<file path="src/hw/rtl/vlrb_pkg.sv">
package vlrb_pkg;

   // configuration port
   localparam int CSR_INDEX_W = 2;
   localparam int CSR_DATA_W  = 41;

   typedef enum logic [CSR_INDEX_W-1:0] {
      CSR_HOST_FEATURES = 2'd0,
      CSR_QUEUE_COUNT   = 2'd1,
      CSR_GUEST_MEMORY  = 2'd2
   } csr_index_type;

   // request function
   typedef enum logic [1:0] {
      FUNC_READ  = 2'd0,
      FUNC_WRITE = 2'd1,
      FUNC_USED  = 2'd2
   } func_type;

   // legacy header offsets
   localparam logic [7:0] PORT_DEV_FEATURES  = 8'd0;
   localparam logic [7:0] PORT_DRV_FEATURES  = 8'd4;
   localparam logic [7:0] PORT_QUEUE_PFN     = 8'd8;
   localparam logic [7:0] PORT_QUEUE_SIZE    = 8'd12;
   localparam logic [7:0] PORT_QUEUE_SELECT  = 8'd14;
   localparam logic [7:0] PORT_QUEUE_NOTIFY  = 8'd16;
   localparam logic [7:0] PORT_DEVICE_STATUS = 8'd18;
   localparam logic [7:0] PORT_ISR_STATUS    = 8'd19;
   localparam logic [7:0] PORT_DEVICE_BASE   = 8'd20;

   typedef enum logic [2:0] {
      RC_OK          = 3'd0,
      RC_UNSUPPORTED = 3'd1,
      RC_BAD_SIZE    = 3'd2,
      RC_MISMATCH    = 3'd3,
      RC_RANGE       = 3'd4,
      RC_DEVICE      = 3'd5
   } rc_type;

   // access widths in bytes
   localparam logic [2:0] SIZE_NONE  = 3'd0;
   localparam logic [2:0] SIZE_BYTE  = 3'd1;
   localparam logic [2:0] SIZE_HALF  = 3'd2;
   localparam logic [2:0] SIZE_WORD  = 3'd4;

   // legacy ring layout
   localparam int PAGE_SHIFT   = 12;
   localparam int PAGE_MASK    = 4095;
   localparam int AVAIL_TAIL   = 6;
   localparam int USED_TAIL    = 6;
   localparam int RING_SPAN_W  = 21;
   localparam int RING_END_W   = 32 + PAGE_SHIFT + 1;

   typedef struct packed {
      logic [31:0] page;
      logic [15:0] entries;
   } row_type;

   typedef struct packed {
      logic [1:0]  func;
      logic [7:0]  port;
      logic [2:0]  xfer_bytes;
      logic [31:0] write_data;
   } req_type;

endpackage

</file>
<file path="src/hw/rtl/vlrb_ifs.sv">
interface vlrb_req_if;
   logic        valid;
   logic        ready;
   logic [1:0]  func;
   logic [7:0]  port;
   logic [2:0]  xfer_bytes;
   logic [31:0] write_data;

   modport source (output valid, func, port, xfer_bytes, write_data, input ready);
   modport sink (input valid, func, port, xfer_bytes, write_data, output ready);
endinterface

interface vlrb_rsp_if;
   logic        valid;
   logic        ready;
   logic [2:0]  result_code;
   logic [31:0] read_data;
   logic [2:0]  read_size;
   logic        notify_fire;
   logic [2:0]  notify_queue;
   logic        irq_pending;

   modport source (output valid, result_code, read_data, read_size, notify_fire,
                   notify_queue, irq_pending, input ready);
   modport sink (input valid, result_code, read_data, read_size, notify_fire,
                 notify_queue, irq_pending, output ready);
endinterface

interface vlrb_csr_if;
   logic                            valid;
   logic                            ready;
   logic [vlrb_pkg::CSR_INDEX_W-1:0] index;
   logic [vlrb_pkg::CSR_DATA_W-1:0]  data;

   modport source (output valid, index, data, input ready);
   modport sink (input valid, index, data, output ready);
endinterface

</file>
<file path="src/hw/rtl/virtio_legacy_register_block.sv">
// channel   dir  handshake        payload
// req_chan  in   valid / ready    func, port, xfer_bytes, write_data
// rsp_chan  out  valid / ready    result_code, read_data, read_size, notify_fire,
//                                 notify_queue, irq_pending
// csr_chan  in   valid / ready    index, data (always ready)
//
// Input stage, decode and state update, output register: one request per cycle
// sustained while the response side keeps accepting.
// Per-queue rows live in a RAM read at the selected queue; a forward register
// covers the row written by the previous request.
// Reset is synchronous; per-queue rows read as zero until written (valid bits).
// A stalled response holds the output register; req ready drops only when both
// stages are full.
module virtio_legacy_register_block #(
   parameter int MAX_QUEUES = 8
) (
   input  logic       clock,
   input  logic       reset,
   vlrb_req_if.sink   req_chan,
   vlrb_rsp_if.source rsp_chan,
   vlrb_csr_if.sink   csr_chan
);
   import vlrb_pkg::*;

   localparam int QW = (MAX_QUEUES > 1) ? $clog2(MAX_QUEUES) : 1;
   localparam int LW = ($clog2(MAX_QUEUES + 1) > 4) ? $clog2(MAX_QUEUES + 1) : 4;
   localparam int RW = $bits(row_type);

   // configuration
   logic [31:0]           host_features_ff;
   logic [3:0]            queue_count_ff;
   logic [CSR_DATA_W-1:0] guest_memory_ff;

   // handshake state
   logic    s1_valid_ff, s1_valid_in;
   req_type s1_ff;
   logic    rsp_valid_ff, rsp_valid_in;
   logic    rsp_free, s1_go, req_fire;

   // block state
   logic [QW-1:0]         sel_ff, sel_in, sel_next;
   logic [7:0]            dev_status_ff, dev_status_next;
   logic                  isr_ff, isr_next;
   logic [MAX_QUEUES-1:0] row_valid_ff;
   logic                  fwd_ff;
   row_type               fwd_row_ff;
   row_type               ram_rd, cur_row, row_wdata;
   logic                  row_we, ram_we;

   // decode results
   rc_type      rc;
   logic [31:0] rdata;
   logic [2:0]  rsize;
   logic        fire;
   logic [2:0]  nq;

   // helpers
   logic [LW-1:0]          live;
   logic                   queue_ok, d16_ok;
   logic [15:0]            d16;
   logic [RING_SPAN_W-1:0] n_ext, desc_avail, used_off, ring_span;
   logic [RING_END_W-1:0]  ring_last;
   logic                   ring_fits;

   // response register
   logic [2:0]  rsp_rc_ff;
   logic [31:0] rsp_rdata_ff;
   logic [2:0]  rsp_rsize_ff;
   logic        rsp_fire_ff;
   logic [2:0]  rsp_nq_ff;
   logic        rsp_irq_ff;

   assign rsp_free        = !rsp_valid_ff || rsp_chan.ready;
   assign s1_go           = s1_valid_ff && rsp_free;
   assign req_chan.ready  = !s1_valid_ff || rsp_free;
   assign req_fire        = req_chan.valid && req_chan.ready;
   assign csr_chan.ready  = 1'b1;

   assign s1_valid_in  = req_fire ? 1'b1 : (s1_go ? 1'b0 : s1_valid_ff);
   assign rsp_valid_in = s1_go ? 1'b1 : (rsp_chan.ready ? 1'b0 : rsp_valid_ff);

   always_ff @(posedge clock) begin
      if (reset) begin
         s1_valid_ff      <= 1'b0;
         rsp_valid_ff     <= 1'b0;
         host_features_ff <= '0;
         queue_count_ff   <= 4'd1;
         guest_memory_ff  <= '0;
         sel_ff           <= '0;
         dev_status_ff    <= '0;
         isr_ff           <= 1'b0;
         row_valid_ff     <= '0;
         fwd_ff           <= 1'b0;
      end else begin
         s1_valid_ff  <= s1_valid_in;
         rsp_valid_ff <= rsp_valid_in;
         fwd_ff       <= ram_we;
         if (csr_chan.valid) begin
            unique case (csr_index_type'(csr_chan.index))
               CSR_HOST_FEATURES: host_features_ff <= csr_chan.data[31:0];
               CSR_QUEUE_COUNT:   queue_count_ff   <= csr_chan.data[3:0];
               CSR_GUEST_MEMORY:  guest_memory_ff  <= csr_chan.data;
               default: ;
            endcase
         end
         if (s1_go) begin
            sel_ff        <= sel_next;
            dev_status_ff <= dev_status_next;
            isr_ff        <= isr_next;
         end
         if (ram_we) begin
            row_valid_ff[sel_ff] <= 1'b1;
         end
      end
   end

   always_ff @(posedge clock) begin
      if (req_fire) begin
         s1_ff.func       <= req_chan.func;
         s1_ff.port       <= req_chan.port;
         s1_ff.xfer_bytes <= req_chan.xfer_bytes;
         s1_ff.write_data <= req_chan.write_data;
      end
      if (ram_we) begin
         fwd_row_ff <= row_wdata;
      end
      if (s1_go) begin
         rsp_rc_ff    <= rc;
         rsp_rdata_ff <= rdata;
         rsp_rsize_ff <= rsize;
         rsp_fire_ff  <= fire;
         rsp_nq_ff    <= nq;
         rsp_irq_ff   <= isr_next;
      end
   end

   // the RAM always reads the row of the selection that the next request sees
   assign sel_in = s1_go ? sel_next : sel_ff;
   assign ram_we = s1_go && row_we;

   vlrb_ram #(
      .WIDTH (RW),
      .DEPTH (MAX_QUEUES)
   ) u_rows (
      .clock   (clock),
      .wr_en   (ram_we),
      .wr_addr (sel_ff),
      .wr_data (row_wdata),
      .rd_addr (sel_in),
      .rd_data (ram_rd)
   );

   always_comb begin
      if (fwd_ff) begin
         cur_row = fwd_row_ff;
      end else if (row_valid_ff[sel_ff]) begin
         cur_row = ram_rd;
      end else begin
         cur_row = '0;
      end
   end

   assign live     = (LW'(queue_count_ff) < LW'(MAX_QUEUES)) ? LW'(queue_count_ff)
                                                             : LW'(MAX_QUEUES);
   assign queue_ok = LW'(sel_ff) < live;
   assign d16      = s1_ff.write_data[15:0];
   assign d16_ok   = d16 < 16'(live);

   // ring end = align(base + 18n + 6) + 8n + 6; base is page aligned, so the
   // alignment only touches the queue-size part
   assign n_ext      = RING_SPAN_W'(cur_row.entries);
   assign desc_avail = (n_ext << 4) + (n_ext << 1) + RING_SPAN_W'(AVAIL_TAIL + PAGE_MASK);
   assign used_off   = desc_avail & ~RING_SPAN_W'(PAGE_MASK);
   assign ring_span  = used_off + (n_ext << 3) + RING_SPAN_W'(USED_TAIL);
   assign ring_last  = (RING_END_W'(s1_ff.write_data) << PAGE_SHIFT)
                       + RING_END_W'(ring_span);
   assign ring_fits  = ring_last <= RING_END_W'(guest_memory_ff);

   always_comb begin
      rc              = RC_UNSUPPORTED;
      rdata           = '0;
      rsize           = SIZE_NONE;
      fire            = 1'b0;
      nq              = '0;
      row_we          = 1'b0;
      row_wdata       = cur_row;
      sel_next        = sel_ff;
      dev_status_next = dev_status_ff;
      isr_next        = isr_ff;
      unique case (func_type'(s1_ff.func))
         FUNC_READ: begin
            unique case (s1_ff.port)
               PORT_DEV_FEATURES: begin
                  rc    = RC_OK;
                  rdata = host_features_ff;
                  rsize = SIZE_WORD;
               end
               PORT_QUEUE_PFN: begin
                  if (queue_ok) begin
                     rc    = RC_OK;
                     rdata = cur_row.page;
                     rsize = SIZE_WORD;
                  end
               end
               PORT_QUEUE_SIZE: begin
                  if (queue_ok) begin
                     rc    = RC_OK;
                     rdata = 32'(cur_row.entries);
                     rsize = SIZE_HALF;
                  end
               end
               PORT_DEVICE_STATUS: begin
                  rc    = RC_OK;
                  rdata = 32'(dev_status_ff);
                  rsize = SIZE_BYTE;
               end
               PORT_ISR_STATUS: begin
                  rc       = RC_OK;
                  rdata    = 32'(isr_ff);
                  rsize    = SIZE_BYTE;
                  isr_next = 1'b0;
               end
               default: begin
                  if (s1_ff.port >= PORT_DEVICE_BASE) rc = RC_DEVICE;
               end
            endcase
         end
         FUNC_WRITE: begin
            unique case (s1_ff.port)
               PORT_DRV_FEATURES: begin
                  if (s1_ff.xfer_bytes != SIZE_WORD) rc = RC_BAD_SIZE;
                  else rc = (s1_ff.write_data == host_features_ff) ? RC_OK : RC_MISMATCH;
               end
               PORT_DEVICE_STATUS: begin
                  if (s1_ff.xfer_bytes != SIZE_BYTE) begin
                     rc = RC_BAD_SIZE;
                  end else begin
                     rc              = RC_OK;
                     dev_status_next = s1_ff.write_data[7:0];
                  end
               end
               PORT_QUEUE_PFN: begin
                  if (s1_ff.xfer_bytes != SIZE_WORD) begin
                     rc = RC_BAD_SIZE;
                  end else if (queue_ok) begin
                     row_we = 1'b1;
                     if (ring_fits) begin
                        rc             = RC_OK;
                        row_wdata.page = s1_ff.write_data;
                     end else begin
                        // ring does not fit: the queue is torn down
                        rc        = RC_RANGE;
                        row_wdata = '0;
                     end
                  end
               end
               PORT_QUEUE_SIZE: begin
                  if (s1_ff.xfer_bytes != SIZE_HALF) begin
                     rc = RC_BAD_SIZE;
                  end else if (queue_ok) begin
                     rc                = RC_OK;
                     row_we            = 1'b1;
                     row_wdata.entries = d16;
                  end
               end
               PORT_QUEUE_SELECT: begin
                  if (s1_ff.xfer_bytes != SIZE_HALF) begin
                     rc = RC_BAD_SIZE;
                  end else if (d16_ok) begin
                     rc       = RC_OK;
                     sel_next = d16[QW-1:0];
                  end
               end
               PORT_QUEUE_NOTIFY: begin
                  if (s1_ff.xfer_bytes != SIZE_HALF) begin
                     rc = RC_BAD_SIZE;
                  end else if (d16_ok) begin
                     rc   = RC_OK;
                     fire = 1'b1;
                     nq   = d16[2:0];
                  end
               end
               default: begin
                  if (s1_ff.port >= PORT_DEVICE_BASE) rc = RC_DEVICE;
               end
            endcase
         end
         FUNC_USED: begin
            rc       = RC_OK;
            isr_next = 1'b1;
         end
         default: ;
      endcase
   end

   assign rsp_chan.valid        = rsp_valid_ff;
   assign rsp_chan.result_code  = rsp_rc_ff;
   assign rsp_chan.read_data    = rsp_rdata_ff;
   assign rsp_chan.read_size    = rsp_rsize_ff;
   assign rsp_chan.notify_fire  = rsp_fire_ff;
   assign rsp_chan.notify_queue = rsp_nq_ff;
   assign rsp_chan.irq_pending  = rsp_irq_ff;

   a_sel_in_range: assert property (@(posedge clock) disable iff (reset)
      (32'(sel_ff) < 32'(MAX_QUEUES)))
      else $error("queue selection out of range");

   a_stall_full: assert property (@(posedge clock) disable iff (reset)
      !req_chan.ready |-> (s1_valid_ff && rsp_valid_ff))
      else $error("request stalled with a free stage");

   a_used_irq: assert property (@(posedge clock) disable iff (reset)
      (s1_go && s1_ff.func == FUNC_USED) |=> (rsp_chan.valid && rsp_chan.irq_pending))
      else $error("queue used event did not raise the interrupt");

   a_notify_ok: assert property (@(posedge clock) disable iff (reset)
      (rsp_chan.valid && rsp_chan.notify_fire) |-> (rsp_chan.result_code == RC_OK
         && rsp_chan.read_size == SIZE_NONE))
      else $error("notify reported with a failing status");

   a_fwd_after_write: assert property (@(posedge clock) disable iff (reset)
      ram_we |=> (fwd_ff && row_valid_ff[$past(sel_ff)]))
      else $error("row write not forwarded");

endmodule

</file>
<file path="src/hw/rtl/vlrb_ram.sv">
module vlrb_ram #(
   parameter int WIDTH = 48,
   parameter int DEPTH = 8
) (
   input  logic                                    clock,
   input  logic                                    wr_en,
   input  logic [((DEPTH > 1) ? $clog2(DEPTH) : 1)-1:0] wr_addr,
   input  logic [WIDTH-1:0]                        wr_data,
   input  logic [((DEPTH > 1) ? $clog2(DEPTH) : 1)-1:0] rd_addr,
   output logic [WIDTH-1:0]                        rd_data
);

   logic [WIDTH-1:0] mem [DEPTH];
   logic [WIDTH-1:0] rd_data_ff;

   always_ff @(posedge clock) begin
      if (wr_en) begin
         mem[wr_addr] <= wr_data;
      end
      rd_data_ff <= mem[rd_addr];
   end

   assign rd_data = rd_data_ff;

endmodule

</file>
<file path="src/flat_wrapper.sv">
// flat-port wrapper written by rule: the top's interface ports become plain ports
module virtio_legacy_register_block_flat import vlrb_pkg::*;
#(
   parameter int MAX_QUEUES = 8
)
  (clock, reset, req_chan_valid, req_chan_func, req_chan_port, req_chan_xfer_bytes, req_chan_write_data, req_chan_ready, rsp_chan_valid, rsp_chan_result_code, rsp_chan_read_data, rsp_chan_read_size, rsp_chan_notify_fire, rsp_chan_notify_queue, rsp_chan_irq_pending, rsp_chan_ready, csr_chan_valid, csr_chan_index, csr_chan_data, csr_chan_ready);
  vlrb_req_if req_chan_i ();
  vlrb_rsp_if rsp_chan_i ();
  vlrb_csr_if csr_chan_i ();
  input  logic clock;
  input  logic reset;
  input wire logic [$bits(req_chan_i.valid)-1:0] req_chan_valid;
  input wire logic [$bits(req_chan_i.func)-1:0] req_chan_func;
  input wire logic [$bits(req_chan_i.port)-1:0] req_chan_port;
  input wire logic [$bits(req_chan_i.xfer_bytes)-1:0] req_chan_xfer_bytes;
  input wire logic [$bits(req_chan_i.write_data)-1:0] req_chan_write_data;
  output wire logic [$bits(req_chan_i.ready)-1:0] req_chan_ready;
  output wire logic [$bits(rsp_chan_i.valid)-1:0] rsp_chan_valid;
  output wire logic [$bits(rsp_chan_i.result_code)-1:0] rsp_chan_result_code;
  output wire logic [$bits(rsp_chan_i.read_data)-1:0] rsp_chan_read_data;
  output wire logic [$bits(rsp_chan_i.read_size)-1:0] rsp_chan_read_size;
  output wire logic [$bits(rsp_chan_i.notify_fire)-1:0] rsp_chan_notify_fire;
  output wire logic [$bits(rsp_chan_i.notify_queue)-1:0] rsp_chan_notify_queue;
  output wire logic [$bits(rsp_chan_i.irq_pending)-1:0] rsp_chan_irq_pending;
  input wire logic [$bits(rsp_chan_i.ready)-1:0] rsp_chan_ready;
  input wire logic [$bits(csr_chan_i.valid)-1:0] csr_chan_valid;
  input wire logic [$bits(csr_chan_i.index)-1:0] csr_chan_index;
  input wire logic [$bits(csr_chan_i.data)-1:0] csr_chan_data;
  output wire logic [$bits(csr_chan_i.ready)-1:0] csr_chan_ready;
  assign req_chan_i.valid = req_chan_valid;
  assign req_chan_i.func = req_chan_func;
  assign req_chan_i.port = req_chan_port;
  assign req_chan_i.xfer_bytes = req_chan_xfer_bytes;
  assign req_chan_i.write_data = req_chan_write_data;
  assign req_chan_ready = req_chan_i.ready;
  assign rsp_chan_valid = rsp_chan_i.valid;
  assign rsp_chan_result_code = rsp_chan_i.result_code;
  assign rsp_chan_read_data = rsp_chan_i.read_data;
  assign rsp_chan_read_size = rsp_chan_i.read_size;
  assign rsp_chan_notify_fire = rsp_chan_i.notify_fire;
  assign rsp_chan_notify_queue = rsp_chan_i.notify_queue;
  assign rsp_chan_irq_pending = rsp_chan_i.irq_pending;
  assign rsp_chan_i.ready = rsp_chan_ready;
  assign csr_chan_i.valid = csr_chan_valid;
  assign csr_chan_i.index = csr_chan_index;
  assign csr_chan_i.data = csr_chan_data;
  assign csr_chan_ready = csr_chan_i.ready;
  virtio_legacy_register_block #(.MAX_QUEUES(MAX_QUEUES)) u_core (.clock(clock), .reset(reset), .req_chan(req_chan_i), .rsp_chan(rsp_chan_i), .csr_chan(csr_chan_i));
endmodule
</file>
<file path="config.mk">
export PLATFORM = sky130hd
export DESIGN_NAME = virtio_legacy_register_block_flat
export DESIGN_NICKNAME = d
export VERILOG_FILES = /design/src/hw/rtl/vlrb_pkg.sv /design/src/hw/rtl/vlrb_ifs.sv /design/src/hw/rtl/virtio_legacy_register_block.sv /design/src/hw/rtl/vlrb_ram.sv /design/src/flat_wrapper.sv
export SDC_FILE = /design/constraint.sdc
export NUM_CORES = 1
export LEC_CHECK = 0
export BUFFER_PORTS_ARGS = -buffer_cell sky130_fd_sc_hd__buf_2
export CORE_ASPECT_RATIO = 0.5
export CORE_MARGIN = 3
export CORE_UTILIZATION = 35
export CTS_CLUSTER_DIAMETER = 100
export DETAILED_ROUTE_END_ITERATION = 8
export GPL_TIMING_DRIVEN = 0
export PLACE_DENSITY = 0.6
export SYNTH_ARGS = -nofsm -noshare
export SYNTH_HDL_FRONTEND = slang
export SYNTH_SLANG_ARGS = --single-unit
</file>
<file path="constraint.sdc">
create_clock -name clock -period 17.8 [get_ports clock]
set_clock_uncertainty 0.1 [all_clocks]
set_input_delay 0.89 -clock clock [delete_from_list [all_inputs] [get_ports clock]]
set_output_delay 0.89 -clock clock [all_outputs]
set_load 0.05 [all_outputs]
</file>
==> Word level (Yosys, flattened, before mapping) <==
Memories as Yosys holds them, arrays and structs flattened. A register that Yosys moved wholly into a read port is not among the register bits.
Cells that the tools add are included.
{ "totals": {"ff_bits": 236, "mem_bits_rw": 384, "inputBits": 93, "out_inout_bits": 46, "memories": 1} }
{ "op_classes": {"addsub": 5, "magnitude_cmp": 7, "eq_ne": 15, "muxes": 55, "bitwise_logic": 5, "n_reduce_logical": 23} }
{ "memory_table": {"columns": ["memory", "words", "width", "read_ports", "rd_clocked_by_memory_dff", "write_ports", "line", "source"], "rows": [
  ["u_core.u_rows.mem", 8, 48, 1, 1, 1, "vlrb_ram.sv:13", "logic [WIDTH-1:0] mem [DEPTH];"]
]} }
{ "op_table": {"columns": ["operator", "count"], "rows": [
  ["two-way mux 48 bit", 5],
  ["case mux 32 bit (5 select lines)", 1],
  ["two-way mux 32 bit", 3],
  ["two-way mux 16 bit", 4],
  ["adder 44 x 21 -> 45 bit", 1],
  ["less-or-equal comparator 45 x 41 -> 1 bit", 1],
  ["two-way mux 3 bit", 12],
  ["== test 32 bit", 1],
  ["case mux 16 bit (2 select lines)", 1],
  ["== test 8 x 4 -> 1 bit (second input constant)", 3],
  ["== test 8 x 5 -> 1 bit (second input constant)", 3],
  ["adder 20 x 17 -> 21 bit", 1],
  ["adder 21 x 13 -> 21 bit (second input constant)", 1],
  ["adder 21 x 19 -> 21 bit", 1],
  ["adder 21 x 3 -> 21 bit (second input constant)", 1],
  ["less-than comparator 16 x 4 -> 1 bit", 1],
  ["two-way mux 1 bit", 16],
  ["case mux 3 bit (5 select lines)", 1],
  ["case mux 3 bit (4 select lines)", 1],
  ["case mux 3 bit (3 select lines)", 1],
  ["== test 8 x 3 -> 1 bit (second input constant)", 1],
  ["greater-or-equal comparator 8 x 5 -> 1 bit (second input constant)", 1],
  ["zero test 8 bit", 1],
  ["two-way mux 2 bit", 4],
  ["26 further kinds", 44]
]} }

==> Depth between registers and ports, before layout <==
Gate-level depths: netlist of run 1.
{ "logic_depth": {"word_depth": 15, "ltp_mapped": 45, "depth_no_buf": 41} }

==> Modules after synthesis <==
A second synthesis of run 1 with hierarchy kept.
{ "unflattened": {"hier_cells": 1959, "area_unflattened_um2": 28594.9} }
{ "by_module_without_submodules": {"columns": ["mod", "instances", "cells_each", "area_per_inst_um2", "seq_area_each_um2"], "rows": [
  ["vlrb_ram", 1, 616, 15620.0, 12492.0],
  ["virtio_legacy_register_block", 1, 1343, 12974.9, 6085.8]
]} }

==> Worst setup path after synthesis of run 1 <==
OpenSTA, ideal clock, no wires.
{ "synth_timing": {"path_kind": "register to register", "start": "reg u_core.sel_ff[2]", "end": "reg u_core.fwd_row_ff[10] (netlist name) (data pin)", "setup_ns": 0.286, "arrival_time_ns": 8.507, "required_ns": 17.414, "slack_ns": 8.908, "path_stages_with_launch": 42, "path_buffers": 3, "path_cell_list": "dfxtp_1 -> or2_2 -> o22ai_1 -> o21ba_2 -> clkbuf_1 -> clkbuf_1 -> a22o_1 -> ha_1 -> ha_1 -> nand3_1 -> o21ai_0 -> a21o_1 -> a211oi_1 -> o21ai_0 -> a21oi_1 -> o21bai_1 -> xnor2_1 -> fa_1 -> [6 not listed] -> ha_1 -> a21oi_1 -> nand2_1 -> o31ai_1 -> nand2b_1 -> inv_1 -> nand3_1 -> nor3_1 -> xor2_1 -> ha_1 -> nand4_1 -> or4_1 -> nor3_1 -> nor3b_1 -> nand2_1 -> a31o_2 -> buf_2 -> o31ai_1"} }
{ "synth_rtl": {"columns": ["element", "line", "source"], "rows": [
  ["start, declared", "virtio_legacy_register_block.sv:41", "logic [QW-1:0] sel_ff, sel_in, sel_next;"],
  ["start signal, assigned", "virtio_legacy_register_block.sv:107", "sel_ff <= sel_next;"],
  ["end signal, assigned", "virtio_legacy_register_block.sv:125", "fwd_row_ff <= row_wdata;"],
  ["end, declared", "virtio_legacy_register_block.sv:46", "row_type fwd_row_ff;"]
]} }

==> metrics.txt, run 1 <==
status=finished with violations; failing checks=capacitance limit, slew limit; Worst path max stage delay=1.21 ns; layout cells sized above 1=0.141; IO Count=139; gpl congestion=0.947; Die Span X=approximately 410 um; fraction of registers with async set/reset=0; critical path depth=a little over 40; PortBufs=137; Layout area overhead=16.0%; relative slew slack=-0.00372; DRT Pass-1 Iters=6; Pins Over Slew Limit=1; CP Data Required Time=around 18 ns; PostCTS Resize Cnt=0; Skew-Pair Late Insertion Delay=around 0.62 ns; ys flop type=edfxtp_1; Die Area=87300 sq um; min-delay worst type=in2reg; per-cell routed wire length=23.8 um; clk sinks=668; Rows=between 70 and 80; via count=19000; Post-Syn Nets=about 2400; grt ovf=0; final number of hold-violating endpoints=0; Max Cap Viol=1; Final Util=0.413; leakage power=approximately 0.014 uW; drt initial violations=1990; ANT nets after route=0; area share of the leading cell type in the synthesized netlist=0.534; Synth area leader=edfxtp_1; Synth cell types=74; slowest CP cell=o31ai_1; top post-synthesis cells by area=edfxtp_1 (53%), mux2i_1 (11%), dfxtp_1 (10%); met3 wire len=between 6000 and 7000 um; H-tree Lvls=3; first-pass GRT wire length=124000 um; drt total wl=85700 um; Post-synth EDFFs=520; Seq/Total Area, Yosys=0.635; CP arrival=12.79 ns; fin crit period=roughly 13 ns; setup violators final=0; Synthesis Warnings=0; post-CTS setup repair buffer count=0; Hold Path Cell Cnt=1; Initial Util=0.356; CTS tree=yes; Syn Area/Cell=13.2 sq um; top cells by count, synth=edfxtp_1 (520), mux2i_1 (307), nand2_1 (259); synthesized area=29300 sq um; nature of the critical path endpoint=flip-flop; cell count after synthesis=2224; RSZ-0062 raised after global routing=no; Clock transition at path regs=0.06 ns; Power per Cell Area=94.0 nW/um^2; largest net degree at the start of global routing=33; die height=210 um; most frequent CP cell=a21oi_1; CP delay by family, top=compound AO/OA/AOI/OAI gates; number of global-route vias before repair=roughly 18000; antenna violations before repair=3; worst-path fanout max=10; Tcrit/Tclk final=0.712; Core ar.=82200 sq um; Bufs on Longest Clock Path=3; WS Path Type=reg2reg; Peak VDD IR=56.7 uV; Num CTS Buffers=66; vias per inst=5.28; DRC violations left=0; cell with the most instances after synthesis=edfxtp_1; WP buf/inv=3; HPWL Detailed=62400 um; Setup TNS Final=0 ns; maximum clock frequency=78.9 MHz; nets@finish=2624; Max Used Layer=met4; CTS Hold Bufs=0; met1 wire length=39500 um; Worst Reg2Reg Path Length in Cells=41; synthesis-stage register bit count=668; Critical Path Source Type=flip-flop; Root Driver=clkbuf_16; Worst Tran Pin Value=between 1 and 1.5 ns; Met2 Routed Length=between 30000 and 40000 um; Tot GR Track Use=0.192
path summary, 6_finish.rpt:
| kind | from | to | slack (ns) |
|---|---|---|---|
| max | u_core.sel_ff[1] | u_core.u_rows.mem[3][40] | 5.13 |
| min | req_chan_write_data[31] | u_core.s1_ff[31] | 0.35 |
| max reg2reg | u_core.sel_ff[1] | u_core.u_rows.mem[3][40] | 5.13 |
| min reg2reg | u_core.guest_memory_ff[3] | u_core.guest_memory_ff[3] | 0.35 |
sequential cells by signal, summed over array words and instances (netlist names), 4 cells and up:
register                   flops
u_core.u_rows.mem            384
u_core.fwd_row_ff             48
u_core.u_rows.rd_data         48
u_core.guest_memory_ff        41
u_core.host_features_ff       32
u_core.rsp_chan.read_data     32
u_core.s1_ff                  29
u_core.d16                    16
u_core.dev_status_ff           8
u_core.row_valid_ff            8
u_core.queue_count_ff          4
cell usage in the layout, fill, tap and decap left out, types with 49 or more instances in the layout:
cell type	instances
edfxtp_1	520
mux2i_1	307
nand2_1	259
buf_2	164
dfxtp_1	148
a21oi_1	123
clkbuf_1	96
nor2_1	79
ha_1	79
inv_1	78
clkbuf_16	67
xnor2_1	63
mux2_2	49
through the flow:
step | power (uW) | instance area [sq um] | setup slack [ns] | hold WS, ns | cells
finish | 3190 | 33900 | 5.13 | 0.350 | 3606
detailed placement | 1840 | 31800 | 5.47 | 0.347 | 3484
floorplan | 1790 | 29300 | 8.91 | 0.336 | 2224
CTS | 3220 | 33900 | 5.42 | 0.323 | 3604
global placement | 1840 | 31300 | 4.15 | 0.343 | 3463
global route | 3290 | 33900 | 4.50 | 0.337 | 3604
final cells by class:
class / instances / area [sq um]
Clock inverter: 32 / 329
Timing Repair Buffer: 158 / 1120
Multi-Input combinational cell: 1366 / 10000
Buffer: 111 / 454
Clock buffer: 88 / 1780
Antenna cell: 2 / 5.00
Inverter: 79 / 297
Tap cell: 1102 / 1380
Fill cell: 7638 / 48300
Sequential cell: 668 / 18600
power breakdown:
| group | total, uW | internal, uW | switching (uW) |
|---|---|---|---|
| clock | 1380 | 781 | 596 |
| sequential | 1700 | 1680 | 19.9 |
| combinational | 115 | 37.5 | 77.8 |
| total | 3190 | 2500 | 694 |
cells by family (layout without fill, tap and decap cells):
logic type	after synthesis	in the layout	share of synthesized area
flip-flops	668	668	0.635
AND/OR/NAND/NOR	501	501	0.0776
multiplexers	356	356	0.124
AO/OA/AOI/OAI	343	343	0.0772
buffers and inverters	190	468	0.0257
adder cells (fa/ha/maj)	84	84	0.0362
XOR/XNOR	81	81	0.0242
other	1	3	0.000128
layer usage:
layer,up-vias,track usage
li1,8702,-
met1,9478,0.278
met2,715,0.292
met3,146,0.0366
met4,0,0.0619
met5,-,0
Power figures use the tool's default switching activity.
==> inputs of run 2 (changes only) <==
Settings changed: PLACE_DENSITY 0.6 to 0.62.
Clock period 17.8 ns to 11 ns, I/O delays scaled along.
==> run 2 against run 1 <==
Worst setup slack got worse by 4.6 ns. Final area rose by 3.2%. Sequential cell count unchanged. The run now ends clean. First-iteration DRC count is 3.9% higher. Global-route usage fell by 0.070 points. Cell count up 0.92%. Core utilization rose by 1.3 points. Worst hold slack got worse by 0.33 ns. Largest power group unchanged. Fmax grew 21%. Die area unchanged. Total power up 61%. Critical path depth decreased by 2.
==> metrics.txt, run 2 (same netlist as run 1, synthesis figures left out) <==
status=completed; first-pass GRT wire length=125000 um; WS Path Type=reg2reg; layout cells sized above 1=0.176; Core ar.=a little over 80000 sq um; Initial Util=0.356; commonest non-fill, non-tap cell in the layout=edfxtp_1; IO Count=139; maximum clock frequency=95.6 MHz; Worst path max stage delay=0.68 ns; CP delay by family, top=compound AO/OA/AOI/OAI gates; gpl congestion=roughly 0.96; ant diodes=0; Rows=74; CP arrival=10.74 ns; ANT nets after route=0; leakage power=0.0140 uW; grt met1 use=0.278; Worst Tran Pin Value=1.44 ns; Root Driver=clkbuf_16; Skew-Pair Late Insertion Delay=around 0.66 ns; min-delay worst type=in2reg; CTS tree=yes; antenna violations before repair=2; die height=210 um; busiest grt layer=met2; via count=19500; hold slack=~0.017 ns; fin area=approximately 35000 sq um; vias per inst=roughly 5.4; nature of the critical path endpoint=flip-flop; setup violators final=0; Clock transition at path regs=roughly 0.07 ns; Tcrit/Tclk final=0.951; nets@finish=about 2700; largest net degree at the start of global routing=33; Pins Over Slew Limit=0; Layout area overhead=19.8%; Num CTS Buffers=60; Peak VDD IR=~130 uV; H-tree Lvls=2; Tot GR Track Use=0.192; slowest CP cell=a22oi_1; drt total wl=86900 um; RSZ-0062 raised after global routing=no; number of global-route vias before repair=18600; met3 Usage GRT=0.0265; WP buf/inv=5; Bufs on Longest Clock Path=3; worst slack at placement=-1.22 ns; max FFs per register=approximately 380; drt initial violations=2067; CP Data Required Time=11.28 ns; Max Cap Viol=0; DRT Pass-1 Iters=7; relative slew slack=0.0353; fin crit period=10.46 ns; Die Span X=415 um; reg2reg setup slack=0.54 ns; met2 GRT Util=0.296; dpl cell area=between 30000 and 40000 sq um; final worst slack=0.540 ns; grt ovf=0; Setup TNS Final=0 ns; Power per Cell Area=roughly 150 nW/um^2; HPWL Detailed=62800 um; most flop-heavy register=u_core.u_rows.mem; final number of hold-violating endpoints=0; clk sinks=~670; PortBufs=137; Critical Path Source Type=flip-flop; most frequent CP cell=ha_1; overall power=5140 uW; worst-path fanout max=10; DRC violations left=0; commonest cells after routing, fill and taps aside=edfxtp_1 (520), mux2i_1 (307), nand2_1 (258), buf_2 (163), dfxtp_1 (147); per-cell routed wire length=23.9 um; Die Area=about 87000 sq um
-- run 2: worst paths after layout --
check	start	to	depth (start not counted)
worst max-delay path	u_core.sel_ff[0]	u_core.fwd_row_ff[14]	39
worst min-delay path	req_chan_xfer_bytes[1]	u_core.s1_ff[33]	1
worst max register to register	u_core.sel_ff[0]	u_core.fwd_row_ff[14]	39
worst min register to register	u_core.guest_memory_ff[32]	u_core.guest_memory_ff[32]	2
-- run 2: per-layer routing --
layer,vias up,wire length [um]
li1,8774,-
met1,9709,38100
met2,862,38200
met3,154,7720
met4,0,2930
met5,-,0
-- run 2: repair_timing --
action                                  4_1_cts  5_1_grt
pin swaps                                     4       13
gates resized for setup                      68       61
hold endpoints to repair                     23        0
hold buffers                                 23        0
buffers inserted                              4       15
endpoints found under the setup margin      415      415
cloned                                        0        0
-- run 2: where the power goes --
group / internal, uW / total [uW] / switching (uW) / leakage, uW
sequential: 2710 / 2750 / 32.8 / 0.00621
clock: 1210 / 2180 / 967 / 0.000974
combinational: 70.4 / 210 / 139 / 0.00679
-- run 2: through the flow --
step / std cells / util
floorplan: 2224 / -
global placement: 3463 / 0.381
detailed placement: 3484 / 0.388
CTS: 3625 / 0.419
global route: 3639 / 0.426
finish: 3639 / 0.426
-- run 2: cell type report --
type                    instances  area [sq um]
inverters                      79           297
clock buffers                  73          1570
repair buffers                200          1680
flip-flops and latches        668         18600
clock inverters                41           472
multi-input cells            1366         10600
plain buffers                 110           473
well taps                    1102          1380
fillers                      7488         47200
